$ cat config.mk
export PLATFORM = sky130hd
export DESIGN_NAME = modular_exponentiation_flat
export DESIGN_NICKNAME = d
export VERILOG_FILES = /design/src/sv/modexp_pkg.sv /design/src/sv/modexp_if.sv /design/src/sv/modexp_front.sv /design/src/sv/modexp_back.sv /design/src/sv/modular_exponentiation.sv /design/src/flat_wrapper.sv
export VERILOG_INCLUDE_DIRS = /design/src /design/src/sv
export SDC_FILE = /design/constraint.sdc
export NUM_CORES = 1
export LEC_CHECK = 0
export ABC_AREA = 1
export BUFFER_PORTS_ARGS = -buffer_cell sky130_fd_sc_hd__buf_2
export CELL_PAD_IN_SITES_DETAIL_PLACEMENT = 1
export CELL_PAD_IN_SITES_GLOBAL_PLACEMENT = 2
export CORE_ASPECT_RATIO = 0.6
export CORE_UTILIZATION = 40
export CTS_BUF_LIST = sky130_fd_sc_hd__clkbuf_8
export DETAILED_ROUTE_END_ITERATION = 7
export PLACE_DENSITY = 0.89
export SLEW_MARGIN = 20
export SYNTH_ARGS = -nofsm -noshare
export SYNTH_HDL_FRONTEND = slang
export SYNTH_SLANG_ARGS = --single-unit
$ cat constraint.sdc
create_clock -name clk -period 8.45 [get_ports clk]
set_input_delay 1.69 -clock clk [delete_from_list [all_inputs] [get_ports clk]]
set_output_delay 1.69 -clock clk [all_outputs]
set_load 0.01 [all_outputs]
$ cat src/sv/modular_exponentiation_defines.svh
// Assertion macros shared by the modular exponentiation modules.
`ifndef MODULAR_EXPONENTIATION_DEFINES_SVH
`define MODULAR_EXPONENTIATION_DEFINES_SVH
`ifndef SYNTHESIS
`define ME_ASSERT_IMPL(label, clk, rst, ante, cons) \
  label: assert property (@(posedge clk) disable iff (rst) (ante) |-> (cons)) \
    else $error("assertion failed");
`define ME_ASSERT_NEXT(label, clk, rst, ante, cons) \
  label: assert property (@(posedge clk) disable iff (rst) (ante) |=> (cons)) \
    else $error("assertion failed");
`else
`define ME_ASSERT_IMPL(label, clk, rst, ante, cons)
`define ME_ASSERT_NEXT(label, clk, rst, ante, cons)
`endif
`endif

$ cat src/sv/modexp_pkg.sv
package modexp_pkg;
  localparam int unsigned QueueDepth = 2;
  typedef struct packed {
    logic busy;
    logic done;
  } modexp_status_t;
endpackage

$ cat src/sv/modexp_if.sv
interface modexp_if #(
  parameter int unsigned WIDTH = 32,
  parameter int unsigned FIELDS = 1
) ();
  logic valid;
  logic ready;
  logic [FIELDS*WIDTH-1:0] data;
  modport source (output valid, output data, input ready);
  modport sink (input valid, input data, output ready);
endinterface

$ cat src/sv/modexp_front.sv
`include "modular_exponentiation_defines.svh"
module modexp_front #(
  parameter int unsigned WIDTH = 32
) (
  input  logic clk,
  input  logic rst,
  input  logic in_valid,
  output logic in_ready,
  input  logic [WIDTH-1:0] in_base,
  input  logic [WIDTH-1:0] in_exp,
  output logic q_valid,
  input  logic q_ready,
  output logic [WIDTH-1:0] q_base,
  output logic [WIDTH-1:0] q_exp,
  output logic q_zero
);
  import modexp_pkg::*;
  localparam int unsigned PtrW = $clog2(QueueDepth);
  logic [WIDTH-1:0] base_mem [QueueDepth];
  logic [WIDTH-1:0] exp_mem [QueueDepth];
  logic zero_mem [QueueDepth];
  logic [PtrW-1:0] wr_ptr;
  logic [PtrW-1:0] rd_ptr;
  logic [PtrW:0] count;
  logic push;
  logic pop;

  assign in_ready = (count != (PtrW+1)'(QueueDepth));
  assign q_valid = (count != '0);
  assign push = in_valid && in_ready;
  assign pop = q_valid && q_ready;
  assign q_base = base_mem[rd_ptr];
  assign q_exp = exp_mem[rd_ptr];
  assign q_zero = zero_mem[rd_ptr];

  always_ff @(posedge clk) begin
    if (push) begin
      base_mem[wr_ptr] <= in_base;
      exp_mem[wr_ptr] <= in_exp;
      zero_mem[wr_ptr] <= (in_exp == '0);
    end
  end

  always_ff @(posedge clk) begin
    if (rst) begin
      wr_ptr <= '0;
      rd_ptr <= '0;
      count <= '0;
    end else begin
      if (push) wr_ptr <= wr_ptr + 1'b1;
      if (pop) rd_ptr <= rd_ptr + 1'b1;
      count <= count + (PtrW+1)'(push) - (PtrW+1)'(pop);
    end
  end

  `ME_ASSERT_IMPL(a_no_overflow, clk, rst, count == (PtrW+1)'(QueueDepth), !push)
  `ME_ASSERT_IMPL(a_no_underflow, clk, rst, count == '0, !pop)
  `ME_ASSERT_NEXT(a_count_up, clk, rst, push && !pop, count == $past(count) + 1'b1)
endmodule

$ cat src/sv/modexp_back.sv
`include "modular_exponentiation_defines.svh"
module modexp_back #(
  parameter int unsigned WIDTH = 32
) (
  input  logic clk,
  input  logic rst,
  input  logic [WIDTH-1:0] modulus,
  input  logic q_valid,
  output logic q_ready,
  input  logic [WIDTH-1:0] q_base,
  input  logic [WIDTH-1:0] q_exp,
  input  logic q_zero,
  output logic out_valid,
  input  logic out_ready,
  output logic [WIDTH-1:0] out_result,
  output modexp_pkg::modexp_status_t status
);
  import modexp_pkg::*;
  localparam logic [2:0] StIdle = 3'd0;
  localparam logic [2:0] StRed = 3'd1;
  localparam logic [2:0] StStep = 3'd2;
  localparam logic [2:0] StMul = 3'd3;
  localparam logic [2:0] StSq = 3'd4;
  localparam logic [2:0] StOut = 3'd5;

  logic [2:0] state;
  logic [WIDTH-1:0] b;
  logic [WIDTH-1:0] e;
  logic [WIDTH-1:0] acc;
  logic [WIDTH-1:0] m;
  logic [WIDTH-1:0] rem;
  logic [WIDTH-1:0] mm_acc;
  logic [WIDTH-1:0] mm_add;
  logic [WIDTH-1:0] mm_b;
  logic [$clog2(WIDTH+1)-1:0] cnt;
  logic res_valid;
  logic [WIDTH-1:0] res;

  function automatic logic [WIDTH-1:0] add_mod(
    input logic [WIDTH-1:0] x, input logic [WIDTH-1:0] y, input logic [WIDTH-1:0] md);
    logic [WIDTH-1:0] room;
    room = md - y;
    if (md == '0) return x + y;
    if (x >= room) return x - room;
    return x + y;
  endfunction

  logic [WIDTH:0] rem_sh;
  assign rem_sh = {rem, b[WIDTH-1]};

  assign q_ready = (state == StIdle) && !res_valid;
  assign out_valid = res_valid;
  assign out_result = res;
  assign status.busy = (state != StIdle);
  assign status.done = res_valid;

  always_ff @(posedge clk) begin
    if (rst) begin
      state <= StIdle;
      res_valid <= 1'b0;
    end else begin
      if (out_valid && out_ready) res_valid <= 1'b0;
      case (state)
        StIdle: begin
          if (q_valid && q_ready) begin
            m <= modulus;
            e <= q_exp;
            b <= q_base;
            rem <= '0;
            cnt <= '0;
            acc <= (modulus == WIDTH'(1)) ? '0 : WIDTH'(1);
            if (q_zero) begin
              res <= WIDTH'(1);
              res_valid <= 1'b1;
            end else if (modulus == '0) begin
              state <= StStep;
            end else begin
              state <= StRed;
            end
          end
        end
        StRed: begin
          // Restoring remainder, one bit a cycle.
          b <= {b[WIDTH-2:0], 1'b0};
          if (rem_sh >= {1'b0, m}) rem <= WIDTH'(rem_sh - {1'b0, m});
          else rem <= rem_sh[WIDTH-1:0];
          cnt <= cnt + 1'b1;
          if (cnt == ($clog2(WIDTH+1))'(WIDTH-1)) begin
            state <= StStep;
          end
        end
        StStep: begin
          if (cnt == ($clog2(WIDTH+1))'(WIDTH)) begin
            b <= rem;
            cnt <= '0;
          end else if (e == '0) begin
            state <= StOut;
          end else if (e[0]) begin
            mm_acc <= '0;
            mm_add <= acc;
            mm_b <= b;
            state <= StMul;
          end else begin
            e <= e >> 1;
            if ((e >> 1) != '0) begin
              mm_acc <= '0;
              mm_add <= b;
              mm_b <= b;
              state <= StSq;
            end
          end
        end
        StMul, StSq: begin
          if (mm_b == '0) begin
            if (state == StMul) begin
              acc <= mm_acc;
              e <= e >> 1;
              if ((e >> 1) != '0) begin
                mm_acc <= '0;
                mm_add <= b;
                mm_b <= b;
                state <= StSq;
              end else begin
                state <= StStep;
              end
            end else begin
              b <= mm_acc;
              state <= StStep;
            end
          end else begin
            if (mm_b[0]) mm_acc <= add_mod(mm_acc, mm_add, m);
            mm_add <= add_mod(mm_add, mm_add, m);
            mm_b <= mm_b >> 1;
          end
        end
        StOut: begin
          if (!res_valid) begin
            res <= acc;
            res_valid <= 1'b1;
            state <= StIdle;
          end
        end
        default: state <= StIdle;
      endcase
    end
  end

  `ME_ASSERT_IMPL(a_ready_idle, clk, rst, q_ready, state == StIdle)
  `ME_ASSERT_NEXT(a_zero_done, clk, rst, q_valid && q_ready && q_zero, res_valid && res == WIDTH'(1))
  `ME_ASSERT_IMPL(a_step_bound, clk, rst, state == StMul || state == StSq, m == '0 || mm_add < m)
endmodule

$ cat src/sv/modular_exponentiation.sv
// Computes base_value to the power exponent modulo the configured modulus (reset 1; zero
// means 2^WIDTH). An exponent of zero gives 1. Items enter a two-word queue and are processed
// one at a time by a single shift-add modular multiplier: the base is first reduced by a
// restoring remainder, then each exponent bit takes a step state and a multiply pass when the
// bit is set, plus a squaring pass for every bit but the top one.
module modular_exponentiation #(
  parameter int unsigned WIDTH = 32
) (
  input  logic clk,
  input  logic rst,
  input  logic cfg_we,
  input  logic [WIDTH-1:0] cfg_wdata,
  modexp_if.sink   in_ch,
  modexp_if.source out_ch
);
  import modexp_pkg::*;
  logic [WIDTH-1:0] modulus;
  logic q_valid;
  logic q_ready;
  logic [WIDTH-1:0] q_base;
  logic [WIDTH-1:0] q_exp;
  logic q_zero;
  modexp_status_t status;
  logic [WIDTH-1:0] res;

  always_ff @(posedge clk) begin
    if (rst) modulus <= WIDTH'(1);
    else if (cfg_we) modulus <= cfg_wdata;
  end

  modexp_front #(.WIDTH(WIDTH)) u_front (
    .clk(clk), .rst(rst),
    .in_valid(in_ch.valid), .in_ready(in_ch.ready),
    .in_base(in_ch.data[WIDTH-1:0]), .in_exp(in_ch.data[2*WIDTH-1:WIDTH]),
    .q_valid(q_valid), .q_ready(q_ready), .q_base(q_base), .q_exp(q_exp), .q_zero(q_zero)
  );

  modexp_back #(.WIDTH(WIDTH)) u_back (
    .clk(clk), .rst(rst), .modulus(modulus),
    .q_valid(q_valid), .q_ready(q_ready), .q_base(q_base), .q_exp(q_exp), .q_zero(q_zero),
    .out_valid(out_ch.valid), .out_ready(out_ch.ready), .out_result(res), .status(status)
  );

  assign out_ch.data = res & {WIDTH{status.done | ~status.done}};
endmodule

$ cat src/flat_wrapper.sv
// flat-port wrapper written by rule: the top's interface ports become plain ports
module modular_exponentiation_flat import modexp_pkg::*;
#(
  parameter int unsigned WIDTH = 32
)
  (clk, rst, cfg_we, cfg_wdata, in_ch_valid, in_ch_data, in_ch_ready, out_ch_valid, out_ch_data, out_ch_ready);
  modexp_if #(.WIDTH(WIDTH), .FIELDS(2)) in_ch_i ();
  modexp_if #(.WIDTH(WIDTH), .FIELDS(1)) out_ch_i ();
  input  logic clk;
  input  logic rst;
  input  logic cfg_we;
  input  logic [WIDTH-1:0] cfg_wdata;
  input wire logic [$bits(in_ch_i.valid)-1:0] in_ch_valid;
  input wire logic [$bits(in_ch_i.data)-1:0] in_ch_data;
  output wire logic [$bits(in_ch_i.ready)-1:0] in_ch_ready;
  output wire logic [$bits(out_ch_i.valid)-1:0] out_ch_valid;
  output wire logic [$bits(out_ch_i.data)-1:0] out_ch_data;
  input wire logic [$bits(out_ch_i.ready)-1:0] out_ch_ready;
  assign in_ch_i.valid = in_ch_valid;
  assign in_ch_i.data = in_ch_data;
  assign in_ch_ready = in_ch_i.ready;
  assign out_ch_valid = out_ch_i.valid;
  assign out_ch_data = out_ch_i.data;
  assign out_ch_i.ready = out_ch_ready;
  modular_exponentiation #(.WIDTH(WIDTH)) u_core (.clk(clk), .rst(rst), .cfg_we(cfg_we), .cfg_wdata(cfg_wdata), .in_ch(in_ch_i), .out_ch(out_ch_i));
endmodule
==> metrics, run 1 <==
dpl ws=2090 ps; final setup fails=0; initial core utilization=0.405; Critical Path Source=u_core.u_back.mm_add[2]; Seq/Total Area, Yosys=0.477; Critical Path Start Type=flop; Max IR drop VDD=0.000153 V; Ports=135; synthesis-stage register bit count=465; CP arrival=6830 ps; clk_skew=36.7 ps; worst-margin pin slew=1020 ps; syn_area_per_cell=8.81 sq um; clk slew on worst S/H paths=60 ps; clk root buf=clkbuf_8; Largest regs=u_core.u_front.base_mem (64), u_core.u_front.exp_mem (64); Post-synth EDFFs=424; Main synth FF type=edfxtp_1; row count=75; clk_lat worst skew=690 ps; WL final=105000 um; dpl hpwl=81500 um; DRC Markers=0; htree depth=3; wire per inst=24.2 um; slowest CP cell=nand2_2; via count=25.3k; Critical Path Max Stage Delay=580 ps; Tot GR Track Use=0.287; vias in the first global route=24.9k; setup tns final=0 ps; Post-Syn Area=28400 sq um; Worst Hold Class=flop to flop; Netlist cell types=58; initial antenna violation count=6; drt via density=5.83; Slew Limit Fails=0; period utilisation layout=0.759; Num CTS Buffers=73; ys async rst share=0; drt first pass iters=5; Reg-to-Reg Start=u_core.u_back.mm_add[2]; Top cell by count, worst path=nand2_1; Core ar.=70100 sq um; CTS tree=done; total number of yosys warnings=0; Final GP Congestion=0.954; Clock Tree Buf Depth=3; Leakage=13.1 nW; status=completed; hold-fix buffer count after cts=0; Finished Core Util=0.452; hold slack=457 ps; area of the die=72100 sq um; Max-Cap Viols=0; CP Class=flop to flop; Die Wd=346 um; die height=208 um; Overflow after GRT=0; P&R area growth vs syn=11.6%; crit path capture type=flop; Gate Count Post-Synth=3223; Final ANT Viol Nets=0; post-cts resize count=0; unrepaired setup endpoints after global routing=no; Hold Startpoint=u_core.modulus[1]; final setup margin=2040 ps; Hold Violations, Final=0; Max-slew headroom=0.318; Max Fclk=156 MHz; Iter 0 DRT Violations=2510; crit-path max FO=34; PD cells=448 nW/um^2; Critical Path RT=8860 ps; PortBufs=134; Setup Fix Bufs, Post-CTS=0; pin count of the biggest net entering global routing=68; share of post-route cells with drive strength above 1=0.107; CTS Sinks=465; Period minus WS final=6410 ps; Net Count, Synth=3487; layout net count=3620; first-pass GRT wire length=157000 um
## report_power, final
| part | total [mW] | switching (mW) | internal [mW] |
|---|---|---|---|
| registers | 3.82 | 0.433 | 3.38 |
| clock network | 2.19 | 1.00 | 1.19 |
| logic | 8.19 | 5.58 | 2.61 |
| total | 14.2 | 7.01 | 7.18 |
## cell families after synthesis
logic type      count (synthesis)  share of synthesized area
xor+xnor                      131                     0.0404
compound gates                653                      0.140
flops                         465                      0.477
buf+inv                       452                     0.0626
simple gates                 1359                      0.207
fa+ha+maj                     163                     0.0731
## routing by layer
layer	routed length, um	vias to the layer above	part of all wire	GRT usage
met5	7	-	0.000067	0
met4	1910	2	0.018	0.0619
met3	8330	118	0.079	0.0459
met2	42600	983	0.41	0.398
met1	52000	12600	0.50	0.459
li1	-	11600	-	-
## worst paths after layout
path / endpoint / slack [ps] / cells after the start
setup reg to reg: u_core.u_back.mm_acc[16] / 2040 / 29
hold / removal: u_core.u_back.m[1] / 460 / 0
hold reg to reg: u_core.u_back.m[1] / 460 / 0
setup / recovery: u_core.u_back.mm_acc[16] / 2040 / 29
## critical path: cells and delay by family (launching register included)
family / cells / cell delay, ps
AO/OA/AOI/OAI: 9 / 2050
AND/OR/NAND/NOR: 13 / 1900
buffers and inverters: 4 / 710
adder cells (fa/ha/maj): 2 / 670
flip-flops: 1 / 450
XOR/XNOR: 1 / 300
## area by class of cell
type / instances / area [sq um]
Antenna cell: 1 / 2.50
Clock buffer: 80 / 1100
Clock inverter: 51 / 495
Fill cell: 8236 / 38400
Inverter: 342 / 1280
Multi-Input combinational cell: 2306 / 13200
Sequential cell: 465 / 13600
Tap cell: 924 / 1160
Timing Repair Buffer: 168 / 926
## synth_stat cells (23+ instances only)
cell,instances,share of area
dfxtp_1,41,0.029
ha_1,158,0.070
a21oi_1,228,0.040
o211ai_1,37,0.0098
nand3_1,197,0.035
nand4_1,41,0.0090
o22ai_1,31,0.0068
o31ai_1,23,0.0061
nor3_1,28,0.0049
edfxtp_1,424,0.45
o21ai_0,141,0.025
inv_1,333,0.044
xnor2_1,67,0.021
nor2_1,333,0.044
nor4_1,45,0.0099
o2111ai_1,33,0.010
a221oi_1,37,0.011
clkbuf_1,71,0.0094
or2_2,34,0.0075
nand2_1,636,0.084
xor2_1,64,0.020
o21ai_1,30,0.0053
## cells in the final DEF, fill, tap and decap left out, drive strengths merged, types with 2 or more instances in the layout
cell type / n
nand2: 647
edfxtp: 424
inv: 359
nor2: 341
a21oi: 231
nand3: 204
o21ai: 172
buf: 168
ha: 158
clkbuf: 80
xnor2: 67
xor2: 64
nor4: 45
nand4: 43
dfxtp: 41
o211ai: 37
a221oi: 37
or2: 34
o2111ai: 33
o22ai: 31
nor3: 28
o31ai: 23
clkinv: 20
a31oi: 18
nand3b: 14
o21a: 12
a21boi: 12
a21o: 11
o21bai: 10
bufinv: 10
o32ai: 8
a211oi: 6
fa: 5
clkinvlp: 4
a2111oi: 4
nor3b: 3
o41ai: 2
## through the flow
| stage | cells | cell area (sq um) | power (mW) |
|---|---|---|---|
| after global placement | 4205 | 30100 | 11.6 |
| after detailed placement | 4205 | 30100 | 11.8 |
| after floorplan | 3223 | 28400 | 9.36 |
| after CTS | 4336 | 31700 | 14.1 |
| final | 4337 | 31700 | 14.2 |
| after global routing | 4336 | 31700 | 15.1 |
No activity file was read; power rests on OpenSTA's default activity.
==> run 2, diff against run 1 <==
- ABC_AREA: 1 -> 0
- CORE_UTILIZATION: 40 -> 39
- PLACE_DENSITY: 0.89 -> 0.87
- clock period: 8.45 -> 5.84 ns (I/O delays scaled with it)
==> run 2 against run 1 <==
The run now ends with negative setup slack left. Sequential power is 47% higher. Setup slack worse by 2000 ps. Clock power is 31% higher. Routed wire length is 2.3% lower. Cell count is 11% lower. Critical endpoint is now u_core.u_back.mm_add[19]. Largest cell class unchanged. Largest power group unchanged. Highest routed layer is now met4.
==> metrics, run 2 <==
Placed Cells=3692; share of post-route cells with drive strength above 1=0.196; Max Fclk=171 MHz; Final GP Congestion=0.959; wire per inst=26.4 um; Period minus WS final=5850 ps; Filler Cell Count=7554; Reg-to-Reg Start=u_core.u_back.mm_add[1]; vias in the first global route=23.4k; Max-Cap Viols=0; Net Count, Synth=2862; Ports=135; Max-slew headroom=0.267; clk_lat worst skew=690 ps; fin area=32600 sq um; Critical Path Source=u_core.u_back.mm_add[1]; Top Family by Delay on Critical Path=compound AO/OA/AOI/OAI gates; Core ar.=68700 sq um; status=complete, but fails checks; antenna cells=0; failing checks=negative setup slack; Clock Tree Buf Depth=3; Post-Syn Area=27300 sq um; drt via density=6.09; post-synth top area share=0.466; Num CTS Buffers=75; most instantiated cells after synthesis=edfxtp_1, nor2_1, a21oi_1, nand2_1, ha_1; PD cells=621 nW/um^2; final setup margin=-7.92 ps; setup slack, reg-to-reg=-8 ps; unrepaired setup endpoints after global routing=yes; Critical Path RT=6270 ps; Multi-input gate area=13500 sq um; CP Class=flop to flop; area of the die=71200 sq um; clk root buf=clkbuf_8; ys async rst share=0; Die Wd=344 um; Main synth FF type=edfxtp_1; post-synth top area cell=edfxtp_1; Critical Path Max Stage Delay=420 ps; Max IR drop VDD=0.000263 V; pin count of the biggest net entering global routing=79; hold slack=475 ps; worst path bufs/invs=5; period utilisation layout=1.00; Hold Violations, Final=0; placed inst area=30100 sq um; crit path capture type=flop; row count=74; most frequent cell after synthesis=edfxtp_1; final setup fails=3; htree depth=3; slowest CP cell=edfxtp_1; Seq/Total Area, Yosys=0.496; first-pass GRT wire length=150000 um; P&R area growth vs syn=19.3%; dpl hpwl=75400 um; CTS tree=done; hold-fix buffer count after cts=0; PortBufs=134; syn_area_per_cell=10.5 sq um; WL final=102000 um; drt first pass iters=7; CTS Sinks=465; Synth area leaders=edfxtp_1, ha_1, a21oi_1, mux2i_1, nor2_1; clk_skew=27.3 ps; worst-margin pin slew=1100 ps; CP arrival=6280 ps; Iter 0 DRT Violations=2688; Overflow after GRT=0; Largest regs=u_core.u_front.base_mem (64), u_core.u_front.exp_mem (64); synthesis-stage register bit count=465; FF+latch area=13600 sq um; final non-filler cell total=3875; die height=207 um; Critical Path Start Type=flop; Worst Hold Class=flop to flop; most common cell after layout, fill and taps aside=edfxtp_1; crit-path max FO=5; layout net count=3167; Post-synth EDFFs=424; Leakage=12.8 nW; clk slew on worst S/H paths=70 ps; DRC Markers=0; most frequent cells in the layout=edfxtp_1, nor2_1, a21oi_1; via count=23.6k; Tot GR Track Use=0.278; Netlist cell types=77; initial antenna violation count=2; Final ANT Viol Nets=0; Slew Limit Fails=0; Top cell by count, worst path=a21o_1; initial core utilization=0.398; total number of yosys warnings=0; Gate Count Post-Synth=2598; Hold Startpoint=u_core.modulus[25]
-- run 2: changes by cell type in the layout (fill, tap and decap cells not counted), sizes merged, moves of 46 or more --
cell	previous run	this run
nor2b	0	59
nand2	647	163
a211oi	6	59
inv	359	166
a21o	11	58
and3	0	46
nor2	341	225
buf	168	334
mux2i	0	91
nand3	204	35
-- run 2: repair_timing --
action / CTS / global route
cloned: 2 / 5
endpoints found under the setup margin: 64 / 64
buffers inserted: 9 / 31
pin swaps: 10 / 62
endpoints found under the hold margin: 0 / 0
gates resized for setup: 37 / 116
-- run 2: layout make-up --
cell class,instances,share of cell area
Clock buffer,79,0.0333
Clock inverter,58,0.0104
Inverter,145,0.0167
Multi-Input combinational cell,1877,0.414
Sequential cell,465,0.416
Tap cell,912,0.0350
Timing Repair Buffer,339,0.0751
-- run 2: logic make-up (layout without fill, tap and decap cells) --
kind of cell | after synthesis | count (layout) | synth area share
buffers and inverters | 256 | 621 | 0.0361
XOR/XNOR | 138 | 138 | 0.0442
flip-flops | 465 | 465 | 0.496
AND/OR/NAND/NOR | 737 | 737 | 0.131
multiplexers | 94 | 94 | 0.0345
AO/OA/AOI/OAI | 737 | 737 | 0.180
adder cells (fa/ha/maj) | 171 | 171 | 0.0790
-- run 2: routing by layer --
metal | up-vias | wire, um | global-route usage
li1 | 10500 | - | -
met4 | 0 | 1590 | 0.0563
met1 | 12000 | 47200 | 0.423
met5 | - | 0 | 0
met2 | 1044 | 43300 | 0.399
met3 | 113 | 10300 | 0.0615
-- run 2: final timing paths --
check	to	cells after the start
min	u_core.u_back.m[25]	0
min reg2reg	u_core.u_back.m[25]	0
max	u_core.u_back.mm_add[19]	29
max reg2reg	u_core.u_back.mm_add[19]	29
-- run 2: through the flow --
stage / util / power, mW / setup TNS (ps) / worst slack, ps
floorplan: - / 12.0 / 0 / 282
global placement: 0.437 / 15.2 / -116 / -38.6
detailed placement: 0.438 / 15.7 / -13830 / -382
CTS: 0.463 / 19.0 / -465 / -57.2
global route: 0.475 / 21.3 / -6280 / -183
finish: 0.475 / 20.3 / -14.5 / -7.92
-- run 2: power breakdown --
group / internal (mW) / switching [mW]
Clock: 1.40 / 1.47
Sequential: 4.87 / 0.725
Combinational: 4.83 / 6.96
Total: 11.1 / 9.15
